## src/rtl/hrv_pkg.sv

```systemverilog
// Package for the RMSSD heart rate variability engine.
// Sizes, limits and derived widths shared by the sequencer and its arithmetic units.
// No dependencies.
package hrv_pkg;

    localparam int INTERVAL_DEPTH = 30;
    localparam int HISTORY_DEPTH  = 20;

    localparam int RR_W      = 11;
    localparam int RMSSD_W   = 13;
    localparam int PCT_W     = 7;
    localparam int FUNC_W    = 1;
    localparam int RR_IN_W   = 16;

    localparam int RR_MIN        = 300;
    localparam int RR_MAX        = 2000;
    localparam int MIN_INTERVALS = 3;
    localparam int MIN_DIFFS     = 2;
    localparam int PCT_SCALE     = 100;
    localparam int PCT_RESET     = 20;
    localparam int RMSSD_MAX     = 8191;
    localparam int FRAC_BITS     = 8;

    localparam int IA_W = (INTERVAL_DEPTH > 1) ? $clog2(INTERVAL_DEPTH) : 1;
    localparam int IC_W = $clog2(INTERVAL_DEPTH + 1);
    localparam int HA_W = (HISTORY_DEPTH > 1) ? $clog2(HISTORY_DEPTH) : 1;
    localparam int HC_W = $clog2(HISTORY_DEPTH + 1);

    localparam int PROD_W  = RR_W + PCT_W;
    localparam int SQ_D_W  = 2 * RR_W;
    localparam int SUM_W   = SQ_D_W + IC_W;
    localparam int MS_W    = SUM_W + FRAC_BITS;
    localparam int HS_W    = RMSSD_W + HC_W;
    localparam int DIVD_W  = (MS_W > HS_W) ? MS_W : HS_W;
    localparam int DVS_W   = (IC_W > HC_W) ? IC_W : HC_W;
    localparam int SQ_IN_W = DIVD_W + (DIVD_W % 2);
    localparam int SQ_OUT_W = SQ_IN_W / 2;

    localparam logic [FUNC_W-1:0] FUNC_BEAT  = 1'b0;
    localparam logic [FUNC_W-1:0] FUNC_CLEAR = 1'b1;

endpackage

```

## src/rtl/hrv_div.sv

```systemverilog
// Restoring divider, one quotient bit per cycle.
// Depends on hrv_pkg for the dividend and divisor widths.
module hrv_div import hrv_pkg::*; (
    input  logic              i_clk,
    input  logic              i_rst_n,
    input  logic              i_start,
    input  logic [DIVD_W-1:0] i_dividend,
    input  logic [DVS_W-1:0]  i_divisor,
    output logic              o_done,
    output logic [DIVD_W-1:0] o_quot
);
    localparam int CNT_W = $clog2(DIVD_W + 1);

    logic              r_busy;
    logic              r_done;
    logic [CNT_W-1:0]  r_cnt;
    logic [DVS_W-1:0]  r_rem;
    logic [DVS_W-1:0]  r_dvs;
    logic [DIVD_W-1:0] r_quo;

    logic [DVS_W:0] w_trial;
    logic [DVS_W:0] w_diff;
    logic           w_ge;

    assign w_trial = {r_rem, r_quo[DIVD_W-1]};
    assign w_diff  = w_trial - {1'b0, r_dvs};
    assign w_ge    = w_trial >= {1'b0, r_dvs};

    always_ff @(posedge i_clk) begin
        if (!i_rst_n) begin
            r_busy <= 1'b0;
            r_done <= 1'b0;
            r_cnt  <= '0;
        end else begin
            r_done <= 1'b0;
            if (i_start) begin
                r_busy <= 1'b1;
                r_cnt  <= CNT_W'(DIVD_W);
                r_rem  <= '0;
                r_dvs  <= i_divisor;
                r_quo  <= i_dividend;
            end else if (r_busy) begin
                r_rem <= w_ge ? w_diff[DVS_W-1:0] : w_trial[DVS_W-1:0];
                r_quo <= {r_quo[DIVD_W-2:0], w_ge};
                r_cnt <= r_cnt - CNT_W'(1);
                if (r_cnt == CNT_W'(1)) begin
                    r_busy <= 1'b0;
                    r_done <= 1'b1;
                end
            end
        end
    end

    assign o_done = r_done;
    assign o_quot = r_quo;

endmodule

```

## src/rtl/hrv_sqrt.sv

```systemverilog
// Integer square root, one result bit per cycle, floored.
// Depends on hrv_pkg for the operand and root widths.
module hrv_sqrt import hrv_pkg::*; (
    input  logic                i_clk,
    input  logic                i_rst_n,
    input  logic                i_start,
    input  logic [SQ_IN_W-1:0]  i_value,
    output logic                o_done,
    output logic [SQ_OUT_W-1:0] o_root
);
    localparam int CNT_W = $clog2(SQ_OUT_W + 1);
    localparam int RW    = SQ_OUT_W + 3;

    logic                r_busy;
    logic                r_done;
    logic [CNT_W-1:0]    r_cnt;
    logic [SQ_IN_W-1:0]  r_val;
    logic [RW-1:0]       r_rem;
    logic [SQ_OUT_W-1:0] r_root;

    logic [RW-1:0] w_t;
    logic [RW-1:0] w_trial;
    logic          w_ge;

    assign w_t     = {r_rem[RW-3:0], r_val[SQ_IN_W-1:SQ_IN_W-2]};
    assign w_trial = RW'({r_root, 2'b01});
    assign w_ge    = w_t >= w_trial;

    always_ff @(posedge i_clk) begin
        if (!i_rst_n) begin
            r_busy <= 1'b0;
            r_done <= 1'b0;
            r_cnt  <= '0;
        end else begin
            r_done <= 1'b0;
            if (i_start) begin
                r_busy <= 1'b1;
                r_cnt  <= CNT_W'(SQ_OUT_W);
                r_val  <= i_value;
                r_rem  <= '0;
                r_root <= '0;
            end else if (r_busy) begin
                r_val  <= {r_val[SQ_IN_W-3:0], 2'b00};
                r_rem  <= w_ge ? (w_t - w_trial) : w_t;
                r_root <= {r_root[SQ_OUT_W-2:0], w_ge};
                r_cnt  <= r_cnt - CNT_W'(1);
                if (r_cnt == CNT_W'(1)) begin
                    r_busy <= 1'b0;
                    r_done <= 1'b1;
                end
            end
        end
    end

    assign o_done = r_done;
    assign o_root = r_root;

endmodule

```

## src/rtl/hrv_rmssd_engine.sv

```systemverilog
// RMSSD engine: a beat request runs the steps below before the next request is accepted.
// Steps: a walk over the stored intervals, a divide with 35 quotient bits, a square root,
// a walk over the history and a second divide through the same divider, plus sequencing.
// A clear request empties both stores and goes straight to the output state.
// A stalled result holds the sequencer in its last state.
// Depends on hrv_pkg, hrv_div and hrv_sqrt.
module hrv_rmssd_engine import hrv_pkg::*; (
    input  logic               i_clk,
    input  logic               i_rst_n,
    input  logic               i_valid,
    output logic               o_stall,
    input  logic [FUNC_W-1:0]  i_func,
    input  logic [RR_IN_W-1:0] i_rr_ms,
    output logic               o_valid,
    input  logic               i_stall,
    output logic               o_rmssd_valid,
    output logic [RMSSD_W-1:0] o_rmssd,
    output logic               o_hrv_valid,
    output logic [RMSSD_W-1:0] o_hrv,
    input  logic               i_cfg_valid,
    output logic               o_cfg_ready,
    input  logic [PCT_W-1:0]   i_cfg_data
);
    localparam int SW = IC_W + 1;

    typedef enum logic [3:0] {
        S_IDLE, S_W_START, S_W_RD, S_W_DAT, S_W_ACC, S_W_DIV, S_W_DIVW, S_W_SQW,
        S_H_START, S_H_RD, S_H_DAT, S_H_DIV, S_H_DIVW, S_DONE
    } t_state;

    t_state             r_state;
    logic [PCT_W-1:0]   r_pct;
    logic [RR_W-1:0]    r_imem [INTERVAL_DEPTH];
    logic [RMSSD_W-1:0] r_hmem [HISTORY_DEPTH];
    logic [RR_W-1:0]    r_idata;
    logic [RMSSD_W-1:0] r_hdata;
    logic [IC_W-1:0]    r_icount;
    logic [IA_W-1:0]    r_ihead;
    logic [HC_W-1:0]    r_hcount;
    logic [HA_W-1:0]    r_hhead;
    logic [IA_W-1:0]    r_ptr;
    logic [IC_W-1:0]    r_idx;
    logic [RR_W-1:0]    r_prev;
    logic [RR_W-1:0]    r_d;
    logic               r_ok;
    logic [SUM_W-1:0]   r_sum;
    logic [IC_W-1:0]    r_used;
    logic [HC_W-1:0]    r_hidx;
    logic [HS_W-1:0]    r_hsum;
    logic               r_div_start;
    logic [DIVD_W-1:0]  r_div_dvd;
    logic [DVS_W-1:0]   r_div_dvs;
    logic               r_sq_start;
    logic [SQ_IN_W-1:0] r_sq_in;
    logic               r_rvalid;
    logic [RMSSD_W-1:0] r_rmssd;
    logic               r_hvalid;
    logic [RMSSD_W-1:0] r_hrv;
    logic               r_out_valid;
    logic               r_out_rvalid;
    logic [RMSSD_W-1:0] r_out_rmssd;
    logic               r_out_hvalid;
    logic [RMSSD_W-1:0] r_out_hrv;

    logic                w_accept;
    logic                w_in_range;
    logic                w_iwe;
    logic                w_hwe;
    logic                w_div_done;
    logic [DIVD_W-1:0]   w_div_quot;
    logic                w_sq_done;
    logic [SQ_OUT_W-1:0] w_sq_root;
    logic [RMSSD_W-1:0]  w_rmssd_sat;
    logic [RR_W-1:0]     w_d;
    logic                w_ok;
    logic [SW-1:0]       w_start_sum;
    logic [IA_W-1:0]     w_start;

    assign w_accept   = i_valid && !o_stall;
    assign w_in_range = (i_rr_ms >= RR_IN_W'(RR_MIN)) && (i_rr_ms <= RR_IN_W'(RR_MAX));
    assign w_iwe      = w_accept && (i_func == FUNC_BEAT) && w_in_range;
    assign w_hwe      = (r_state == S_W_SQW) && w_sq_done;

    assign w_rmssd_sat = (w_sq_root > SQ_OUT_W'(RMSSD_MAX)) ? RMSSD_W'(RMSSD_MAX)
                                                            : w_sq_root[RMSSD_W-1:0];
    assign w_d  = (r_idata >= r_prev) ? (r_idata - r_prev) : (r_prev - r_idata);
    assign w_ok = (PROD_W'(w_d) * PROD_W'(PCT_SCALE)) <= (PROD_W'(r_pct) * PROD_W'(r_prev));

    assign w_start_sum = SW'(r_ihead) + SW'(INTERVAL_DEPTH) - SW'(r_icount);
    assign w_start     = (w_start_sum >= SW'(INTERVAL_DEPTH))
                         ? IA_W'(w_start_sum - SW'(INTERVAL_DEPTH)) : IA_W'(w_start_sum);

    hrv_div u_div (
        .i_clk      (i_clk),
        .i_rst_n    (i_rst_n),
        .i_start    (r_div_start),
        .i_dividend (r_div_dvd),
        .i_divisor  (r_div_dvs),
        .o_done     (w_div_done),
        .o_quot     (w_div_quot)
    );

    hrv_sqrt u_sqrt (
        .i_clk   (i_clk),
        .i_rst_n (i_rst_n),
        .i_start (r_sq_start),
        .i_value (r_sq_in),
        .o_done  (w_sq_done),
        .o_root  (w_sq_root)
    );

    always_ff @(posedge i_clk) begin
        if (w_iwe) begin
            r_imem[r_ihead] <= i_rr_ms[RR_W-1:0];
        end
        r_idata <= r_imem[r_ptr];
    end

    always_ff @(posedge i_clk) begin
        if (w_hwe) begin
            r_hmem[r_hhead] <= w_rmssd_sat;
        end
        r_hdata <= r_hmem[r_hidx[HA_W-1:0]];
    end

    always_ff @(posedge i_clk) begin
        if (!i_rst_n) begin
            r_state     <= S_IDLE;
            r_pct       <= PCT_W'(PCT_RESET);
            r_icount    <= '0;
            r_ihead     <= '0;
            r_hcount    <= '0;
            r_hhead     <= '0;
            r_div_start <= 1'b0;
            r_sq_start  <= 1'b0;
            r_out_valid <= 1'b0;
            r_ptr       <= '0;
            r_hidx      <= '0;
        end else begin
            r_div_start <= 1'b0;
            r_sq_start  <= 1'b0;
            if (i_cfg_valid) begin
                r_pct <= i_cfg_data;
            end
            if (r_out_valid && !i_stall && (r_state != S_DONE)) begin
                r_out_valid <= 1'b0;
            end
            case (r_state)
                S_IDLE: begin
                    if (w_accept) begin
                        r_rvalid <= 1'b0;
                        r_rmssd  <= '0;
                        r_hvalid <= 1'b0;
                        r_hrv    <= '0;
                        if (i_func == FUNC_CLEAR) begin
                            r_icount <= '0;
                            r_ihead  <= '0;
                            r_hcount <= '0;
                            r_hhead  <= '0;
                            r_state  <= S_DONE;
                        end else begin
                            if (w_in_range) begin
                                r_ihead <= (r_ihead == IA_W'(INTERVAL_DEPTH - 1))
                                           ? '0 : r_ihead + IA_W'(1);
                                if (r_icount != IC_W'(INTERVAL_DEPTH)) begin
                                    r_icount <= r_icount + IC_W'(1);
                                end
                            end
                            r_state <= S_W_START;
                        end
                    end
                end
                S_W_START: begin
                    if (r_icount < IC_W'(MIN_INTERVALS)) begin
                        r_state <= S_H_START;
                    end else begin
                        r_ptr   <= w_start;
                        r_idx   <= '0;
                        r_sum   <= '0;
                        r_used  <= '0;
                        r_state <= S_W_RD;
                    end
                end
                S_W_RD: begin
                    r_state <= S_W_DAT;
                end
                S_W_DAT: begin
                    r_prev <= r_idata;
                    r_d    <= w_d;
                    r_ok   <= w_ok;
                    r_idx  <= r_idx + IC_W'(1);
                    r_ptr  <= (r_ptr == IA_W'(INTERVAL_DEPTH - 1)) ? '0 : r_ptr + IA_W'(1);
                    r_state <= (r_idx == '0) ? S_W_RD : S_W_ACC;
                end
                S_W_ACC: begin
                    if (r_ok) begin
                        r_sum  <= r_sum + SUM_W'(SQ_D_W'(r_d) * SQ_D_W'(r_d));
                        r_used <= r_used + IC_W'(1);
                    end
                    r_state <= (r_idx == r_icount) ? S_W_DIV : S_W_RD;
                end
                S_W_DIV: begin
                    if (r_used < IC_W'(MIN_DIFFS)) begin
                        r_state <= S_H_START;
                    end else begin
                        r_div_dvd   <= DIVD_W'({r_sum, FRAC_BITS'(0)});
                        r_div_dvs   <= DVS_W'(r_used);
                        r_div_start <= 1'b1;
                        r_state     <= S_W_DIVW;
                    end
                end
                S_W_DIVW: begin
                    if (w_div_done) begin
                        r_sq_in    <= SQ_IN_W'(w_div_quot);
                        r_sq_start <= 1'b1;
                        r_state    <= S_W_SQW;
                    end
                end
                S_W_SQW: begin
                    if (w_sq_done) begin
                        r_rmssd  <= w_rmssd_sat;
                        r_rvalid <= 1'b1;
                        r_hhead  <= (r_hhead == HA_W'(HISTORY_DEPTH - 1))
                                    ? '0 : r_hhead + HA_W'(1);
                        if (r_hcount != HC_W'(HISTORY_DEPTH)) begin
                            r_hcount <= r_hcount + HC_W'(1);
                        end
                        r_state <= S_H_START;
                    end
                end
                S_H_START: begin
                    if (r_hcount == '0) begin
                        r_state <= S_DONE;
                    end else begin
                        r_hidx  <= '0;
                        r_hsum  <= '0;
                        r_state <= S_H_RD;
                    end
                end
                S_H_RD: begin
                    r_state <= S_H_DAT;
                end
                S_H_DAT: begin
                    r_hsum  <= r_hsum + HS_W'(r_hdata);
                    r_hidx  <= r_hidx + HC_W'(1);
                    r_state <= (r_hidx + HC_W'(1) == r_hcount) ? S_H_DIV : S_H_RD;
                end
                S_H_DIV: begin
                    r_div_dvd   <= DIVD_W'(r_hsum);
                    r_div_dvs   <= DVS_W'(r_hcount);
                    r_div_start <= 1'b1;
                    r_state     <= S_H_DIVW;
                end
                S_H_DIVW: begin
                    if (w_div_done) begin
                        r_hrv    <= w_div_quot[RMSSD_W-1:0];
                        r_hvalid <= 1'b1;
                        r_state  <= S_DONE;
                    end
                end
                S_DONE: begin
                    if (!r_out_valid || !i_stall) begin
                        r_out_valid  <= 1'b1;
                        r_out_rvalid <= r_rvalid;
                        r_out_rmssd  <= r_rmssd;
                        r_out_hvalid <= r_hvalid;
                        r_out_hrv    <= r_hrv;
                        r_state      <= S_IDLE;
                    end
                end
                default: begin
                    r_state <= S_IDLE;
                end
            endcase
        end
    end

    assign o_stall       = (r_state != S_IDLE);
    assign o_cfg_ready   = 1'b1;
    assign o_valid       = r_out_valid;
    assign o_rmssd_valid = r_out_rvalid;
    assign o_rmssd       = r_out_rmssd;
    assign o_hrv_valid   = r_out_hvalid;
    assign o_hrv         = r_out_hrv;

    a_icount_bound: assert property (@(posedge i_clk) disable iff (!i_rst_n)
        r_icount <= IC_W'(INTERVAL_DEPTH))
        else $error("interval count above depth");

    a_hcount_bound: assert property (@(posedge i_clk) disable iff (!i_rst_n)
        r_hcount <= HC_W'(HISTORY_DEPTH))
        else $error("history count above depth");

    a_rmssd_implies_hrv: assert property (@(posedge i_clk) disable iff (!i_rst_n)
        (o_valid && o_rmssd_valid) |-> o_hrv_valid)
        else $error("rmssd valid without history");

    a_rmssd_zero: assert property (@(posedge i_clk) disable iff (!i_rst_n)
        (o_valid && !o_rmssd_valid) |-> (o_rmssd == '0))
        else $error("invalid rmssd not zero");

    a_hist_push: assert property (@(posedge i_clk) disable iff (!i_rst_n)
        w_hwe |=> (r_hcount != '0))
        else $error("history push left count empty");

endmodule
```

## config.mk

```make
export PLATFORM = sky130hd
export DESIGN_NAME = hrv_rmssd_engine
export DESIGN_NICKNAME = d
export VERILOG_FILES = /design/src/rtl/hrv_pkg.sv /design/src/rtl/hrv_div.sv /design/src/rtl/hrv_sqrt.sv /design/src/rtl/hrv_rmssd_engine.sv
export SDC_FILE = /design/constraint.sdc
export NUM_CORES = 2
export LEC_CHECK = 0
export BUFFER_PORTS_ARGS = -buffer_cell sky130_fd_sc_hd__buf_2
export CORE_ASPECT_RATIO = 1.75
export CORE_MARGIN = 5
export CORE_UTILIZATION = 61
export DETAILED_ROUTE_END_ITERATION = 8
export PLACE_DENSITY = 0.82
export SLEW_MARGIN = 30
export SYNTH_ARGS = -nofsm -noshare
export SYNTH_HDL_FRONTEND = slang
export SYNTH_HIERARCHICAL = 1
export SYNTH_SLANG_ARGS = --single-unit
```

## constraint.sdc

```tcl
create_clock -name i_clk -period 7.1 [get_ports i_clk]
set_clock_uncertainty 0.2 [all_clocks]
set_input_delay 0.355 -clock i_clk [delete_from_list [all_inputs] [get_ports i_clk]]
set_output_delay 0.355 -clock i_clk [all_outputs]
set_load 0.05 [all_outputs]
```

Word-level counts from Yosys, hierarchy flattened
Memories as Yosys holds them, arrays and structs flattened. A register that Yosys moved wholly into a read port is not among the register bits.
Index checks and enable logic that the tools add are counted.
Widths: inputs -> output; s select.
- memories kept: 2
- bits of input ports: 29
- RAM bits: 590
- register bits after elaboration: 386
- logic and storage cells: 254
- output and inout port bits: 31
- memory list (memory ; words ; width ; read ports ; clocked after Yosys merged registers in ; wr ports ; line ; text):
    r_imem ; 30 ; 11 ; 1 ; 1 ; 1 ; hrv_rmssd_engine.sv:33 ; logic [RR_W-1:0] r_imem [INTERVAL_DEPTH];
    r_hmem ; 20 ; 13 ; 1 ; 1 ; 1 ; hrv_rmssd_engine.sv:34 ; logic [RMSSD_W-1:0] r_hmem [HISTORY_DEPTH];
- equal/unequal tests: 34
- multiply operators: 3
- multiplexer cells: 89
- add/subtract/negate cells: 19
- bitwise gates (word level): 4
- magnitude comparators: 10
- reductions and logical operators: 49
- operators with widths (cell ; count):
    $mux 35 ; 4
    $mux 5 ; 23
    $pmux 35 s2 ; 1
    $pmux 5 s2 ; 7
    $pmux 4 s14 ; 1
    $mux 27 ; 2
    $pmux 27 s2 ; 1
    $mux 13 ; 4
    $pmux 13 s2 ; 2
    $add 5x1->5 const B ; 8
    $mux 19 ; 2
    $mux 18 ; 2
    $mux 36 ; 1
    $pmux 18 s2 ; 1
    $mux 4 ; 8
    $add 27x22->27 ; 1
    $eq 4x4->1 const B ; 6
    $mul 11x11->22 ; 1
    $sub 11x11->11 ; 2
    $ge 21x20->1 ; 1
    $mux 1 ; 20
    $reduce_and 4->1 ; 5
    $reduce_bool 2->1 ; 10
    $sub 19x19->19 ; 1
    45 further kinds ; 94

Longest topological paths before layout
- depth in word-level cells: 7
- depth in mapped cells: 33
- mapped depth without buffers: 31

Modules after synthesis
Netlist, hierarchy kept.
- modules (own cells, without submodules) (module ; sequential area each (um^2) ; cells each ; area an instance (um^2) ; times used):
    hrv_rmssd_engine ; 25354.3 ; 2848 ; 42688.4 ; 1
    hrv_sqrt ; 2332.2 ; 398 ; 4486.8 ; 1
    hrv_div ; 1511.4 ; 168 ; 2411.1 ; 1

Least setup slack after synthesis
Ideal clock, no wire load.
- kind: flip-flop to flip-flop
- start point: register r_prev[7]
- end point: register r_ok (data pin)
- data arrival time: 6.182 ns
- cell stages (with the launch flop): 32
- required time: 6.748 ns
- buffers on the path: 1
- slack: 0.566 ns
- clock period less this slack: 6.534 ns
- setup time: 0.152 ns
- path through: edfxtp_1 -> ha_1 -> buf_2 -> nand4_1 -> or4_4 -> a31oi_4 -> a21oi_2 -> nor3_1 -> a31oi_1 -> xor2_1 -> ha_1 -> ha_1 -> inv_1 -> fa_1 -> inv_1 -> ha_1 -> nor2b_1 -> o21ai_0 -> a21boi_0 -> o21ai_0 -> a21boi_0 -> o21ai_0 -> nand2_1 -> xor2_1 -> ha_1 -> and3_1 -> nand3_1 -> nor3_1 -> and3_1 -> nor3_1 -> o21a_1 -> o22ai_1
- word-level cells in the longest chain between the ends: 4
- elaborated cells on any way between the ends: 7
- classes of those cells: add/sub (2); mul (2); order compare (2); mux (1)
- ends and longest elaborated chain (what ; line ; text):
    from (decl) ; hrv_rmssd_engine.sv:43 ; logic [RR_W-1:0] r_prev;
    from (signal assigned) ; hrv_rmssd_engine.sv:188 ; r_prev <= r_idata;
    $ge 11x11->1 ; hrv_rmssd_engine.sv:86 ; assign w_d = (r_idata >= r_prev) ? (r_idata - r_prev) : (r_prev - r_idata);
    $mux 11 ; hrv_rmssd_engine.sv:86 ;
    net w_d[3] ; hrv_rmssd_engine.sv:74 ; logic [RR_W-1:0] w_d;
    $mul 11x5->16 ; hrv_rmssd_engine.sv:87 ; assign w_ok = (PROD_W'(w_d) * PROD_W'(PCT_SCALE)) <= (PROD_W'(r_pct) * PROD_W'(r_prev));
    $le 18x18->1 ; hrv_rmssd_engine.sv:87 ;
    net w_ok ; hrv_rmssd_engine.sv:75 ; logic w_ok;
    to (signal assigned) ; hrv_rmssd_engine.sv:190 ; r_ok <= w_ok;
    to (decl) ; hrv_rmssd_engine.sv:45 ; logic r_ok;
The timed path passes the listed nets, and every way through them passes these cells.
A chain may end at the register's enable or synchronous reset.

Final worst setup path
- start point: register r_prev[9]
- end point: register r_ok (data pin)
Same word-level chain as after synthesis.

==> impl_results.rst <==
.. list-table::
   :header-rows: 1

   * - Metric
     - Value
   * - Mapped Avg Cell Area
     - 14.5 um^2
   * - Total gr overflow
     - 0
   * - Count of fill cells added during filler insertion
     - 5,466
   * - Syn Inst Count
     - 3,414
   * - Yosys warning total
     - 6
   * - Power density over cell area
     - 333 mW/mm^2
   * - Area Growth Syn to Fin
     - 9.58%
   * - Share of async-settable or async-resettable flops after synthesis
     - 0%
   * - Clock transition at the register clock pins on the worst setup and hold paths after CTS
     - 70 ps
   * - Initial detailed-routing violation count
     - 1,948
   * - Startpoint of the worst setup timing path
     - r_prev[9]$_DFFE_PP_
   * - Antenna fix cells
     - 0
   * - Combined area of the multi-input logic cells
     - 0.0189 mm^2
   * - Max IR drop VDD
     - 0.000411 V
   * - Worst relative slew slack
     - 32.6%
   * - Final-report setup violation count
     - 0
   * - Number of ports placed on the die boundary
     - 60
   * - Worst Hold End
     - r_imem[13][0]$_DFFE_PP_
   * - Combined area of all synthesized cells
     - 0.0496 mm^2
   * - Pin count of the biggest net entering global routing
     - 69
   * - Slowest-stage cell, CP
     - sky130_fd_sc_hd__or4_4
   * - Wire length per cell
     - 22.6 um
   * - Number of global-route vias before repair
     - 29,976
   * - Routed vias/inst
     - 6.04
   * - Inserted Clock Buffers
     - 88
   * - Number of routed nets with antenna violations
     - 0
   * - Register-to-register setup slack
     - 340 ps
   * - Net count reported at finish
     - 3,927
   * - TNS Setup
     - 0 ps
   * - Number of enable flip-flop cells after synthesis
     - 917
   * - Reg2Reg Capture Point
     - r_ok$_DFFE_PP_
   * - Overall die height
     - 387 um
   * - Worst Hold Class
     - in2reg
   * - Share of synthesized area occupied by flip-flops and latches
     - 58.9%
   * - Estimated wirelength of the detail-placed design
     - 71.9 mm
   * - Most frequent standard cell in the layout excluding fill and tap cells
     - sky130_fd_sc_hd__edfxtp_1
   * - Maximum cell stage delay along the critical path
     - 600 ps
   * - Drc violations
     - 0
   * - Critical R2R Launch
     - r_prev[9]$_DFFE_PP_
   * - Achievable frequency
     - 0.148 GHz
   * - Final max-slew violation count
     - 0
   * - Actual transition at the worst max-transition pin
     - 1010 ps
   * - Ratio of cells with drive above 1 in the final layout
     - 17.1%
   * - Routability Congestion
     - 0.903
   * - Number of buffers on the longest clock path
     - 3
   * - Htree depth
     - 3
   * - Net count of the mapped netlist
     - 3,821
   * - Die span in x
     - 226 um
   * - CP dominant cell by count
     - sky130_fd_sc_hd__ha_1
   * - Standard cell core area
     - 0.0808 mm^2
   * - Reg area
     - 0.0292 mm^2
   * - Flop and latch count out of synthesis
     - 1,000
   * - First-pass GRT wire length
     - 164 mm
   * - Clk_lat worst skew
     - 660 ps
   * - Routed via count
     - 28,046
   * - Clock Root Buffer
     - sky130_fd_sc_hd__clkbuf_16
   * - CP required
     - 7300 ps
   * - Number of endpoints with negative hold slack in the final report
     - 0
   * - Post-route clock period utilization
     - 95.2%
   * - Kind of capture point of the worst setup path
     - flip-flop
   * - Total leakage power
     - 19.8 nW
   * - Synth cell types
     - 94
   * - Area of the die
     - 0.0873 mm^2
   * - Port Buffers
     - 58
   * - Buffers inserted during post-CTS setup optimization
     - 0
   * - Beginning of the worst hold path
     - i_rr_ms[0]
   * - Starting Density
     - 61.4%
   * - Count of maximum capacitance violations
     - 0
   * - Clock net sink count
     - 1,000
   * - Worst R2R Path Depth
     - 28
   * - Cell Area, Placed
     - 0.0513 mm^2
   * - Commonest register cell after synthesis
     - sky130_fd_sc_hd__edfxtp_1
   * - Run status
     - finished clean
   * - First-pass DRT Iterations
     - 9
   * - Critical path fanouts, max
     - 9
   * - Number of cells traversed by the worst hold path
     - 1
   * - Setup repair after global routing missed its margin
     - false
   * - Post-route standard cell area excluding fillers
     - 0.0543 mm^2
   * - Most used cells in the layout excluding fill and tap cells
     - sky130_fd_sc_hd__edfxtp_1 (917), sky130_fd_sc_hd__inv_1 (278), sky130_fd_sc_hd__ha_1 (239)
   * - Cell Rows
     - 138
   * - TritonCTS clock tree
     - done
   * - Initial antenna violation count
     - 0
   * - Category of the most critical setup path
     - reg2reg
   * - Critical path startpoint category
     - flip-flop
   * - Total Wirelength
     - 105 mm
   * - Worst EP arrival
     - 6970 ps
   * - Min cycle time layout
     - 6760 ps
   * - Overall global routing resource usage
     - 24.2%
==> cells in the mapped netlist, types with 5 or more instances <==
library cell	instances	area, um^2
sky130_fd_sc_hd__mux2_2	106	1190
sky130_fd_sc_hd__a21oi_1	89	445
sky130_fd_sc_hd__xor2_1	60	526
sky130_fd_sc_hd__edfxtp_1	917	27500
sky130_fd_sc_hd__o21a_1	31	233
sky130_fd_sc_hd__nor2b_1	20	125
sky130_fd_sc_hd__nand3b_1	6	45.0
sky130_fd_sc_hd__and2_1	131	820
sky130_fd_sc_hd__o22ai_1	7	43.8
sky130_fd_sc_hd__o211ai_1	14	105
sky130_fd_sc_hd__nor3_1	47	235
sky130_fd_sc_hd__nand3_1	55	275
sky130_fd_sc_hd__xnor2_1	62	543
sky130_fd_sc_hd__nand2b_1	20	125
sky130_fd_sc_hd__o21ai_0	60	300
sky130_fd_sc_hd__a21boi_0	8	60.1
sky130_fd_sc_hd__clkbuf_1	87	327
sky130_fd_sc_hd__or3_1	30	188
sky130_fd_sc_hd__and3_1	19	119
sky130_fd_sc_hd__a21o_1	40	300
sky130_fd_sc_hd__a31oi_1	12	75.1
sky130_fd_sc_hd__nand4_1	17	106
sky130_fd_sc_hd__a311oi_1	5	43.8
sky130_fd_sc_hd__a211oi_1	16	120
sky130_fd_sc_hd__dfxtp_1	83	1660
sky130_fd_sc_hd__buf_2	21	105
sky130_fd_sc_hd__mux2i_1	19	190
sky130_fd_sc_hd__buf_1	19	71.3
sky130_fd_sc_hd__a22oi_1	6	45.0
sky130_fd_sc_hd__inv_1	278	1040
sky130_fd_sc_hd__a21boi_1	5	37.5
sky130_fd_sc_hd__nand2_1	204	766
sky130_fd_sc_hd__mux4_2	177	3990
sky130_fd_sc_hd__ha_1	239	2990
sky130_fd_sc_hd__o31ai_1	10	75.1
sky130_fd_sc_hd__nor2_1	234	878
sky130_fd_sc_hd__o21ai_1	10	50.1
sky130_fd_sc_hd__nor4_1	11	68.8
sky130_fd_sc_hd__fa_1	139	2780
==> worst max-delay path: cells and delay by family, from the launching register on <==
kind | cells | cell delay, ps
mux | 1 | 220
compound gates | 10 | 1610
simple gates | 7 | 1400
flops | 1 | 410
xor+xnor | 2 | 360
buf+inv | 2 | 310
fa+ha+maj | 6 | 1980
==> registers in the layout, indices dropped and copies added, names as in the netlist, 18 cells and up <==
signal	flops
r_hmem	260
u_div/o_quot	35
u_sqrt/o_root	18
r_sq_in	35
u_sqrt/r_rem	19
r_div_dvd	35
r_hsum	18
r_sum	27
u_sqrt/r_val	36
r_imem	330
==> metrics by stage <==
stage	utilization (%)	total power [mW]	hold slack, ps	setup WS (ps)	std cells
3_5_place_dp	63.5	13.5	205	27.4	4461
6_report	67.2	18.1	26.5	339	4640
3_3_place_gp	63.4	13.3	201	239	4459
5_1_grt	67.2	19.3	41.2	34.9	4640
4_1_cts	67.1	18.2	1.61	84.7	4640
2_1_floorplan	-	11.8	200	566	3414
==> kinds of logic (layout without fill, tap and decap cells) <==
kind of cell,count (synthesis),in the layout,synth area share [%]
adders and majority gates,378,378,11.6
AOI/OAI and AO/OA,370,370,5.08
other,2,2,0.0151
DFF,1000,1000,58.9
and+or+nand+nor,824,824,8.09
buffers and inverters,414,590,3.24
xor gates and xnor gates,123,123,2.19
muxes,303,303,10.9
==> area by class of cell <==
cell class                 count  share of cell area [%]
sequential                  1000                    53.8
multi-input combinational   2000                    34.9
clock buffer                 115                    4.28
tap                         1050                    2.42
inverter                     282                    1.95
timing repair buffer         148                    1.91
clock inverter                45                   0.799
==> power breakdown <==
group / switching (mW) / total, mW / internal [mW]
registers: 0.174 / 6.76 / 6.59
logic: 3.81 / 6.73 / 2.92
clock network: 2.11 / 4.63 / 2.51
total: 6.10 / 18.1 / 12.0
==> timing repair <==
action,4_1_cts,5_1_grt
hold endpoints to repair,11,0
hold buffers,19,0
endpoints found under the setup margin,1,1
pin swaps,0,5
gates resized for setup,1,14
==> how the worst max path moves through the flow <==
stage | to | cells past startpoint
final | r_ok$_DFFE_PP_ | 28
after global routing | r_ok$_DFFE_PP_ | 28
after CTS | r_ok$_DFFE_PP_ | 30
after detailed placement | r_ok$_DFFE_PP_ | 30
after global placement | r_ok$_DFFE_PP_ | 29
after floorplan | r_ok$_DFFE_PP_ | 31
==> layer usage <==
metal  vias up  track usage, %  share of wire [%]
li1      12769               -                  -
met1     14153            26.7                 35
met2       838            45.5                 56
met3       286            2.93                4.3
met4         0            11.4                5.1
met5         -               0                  0
Power figures use the tool's default switching activity.
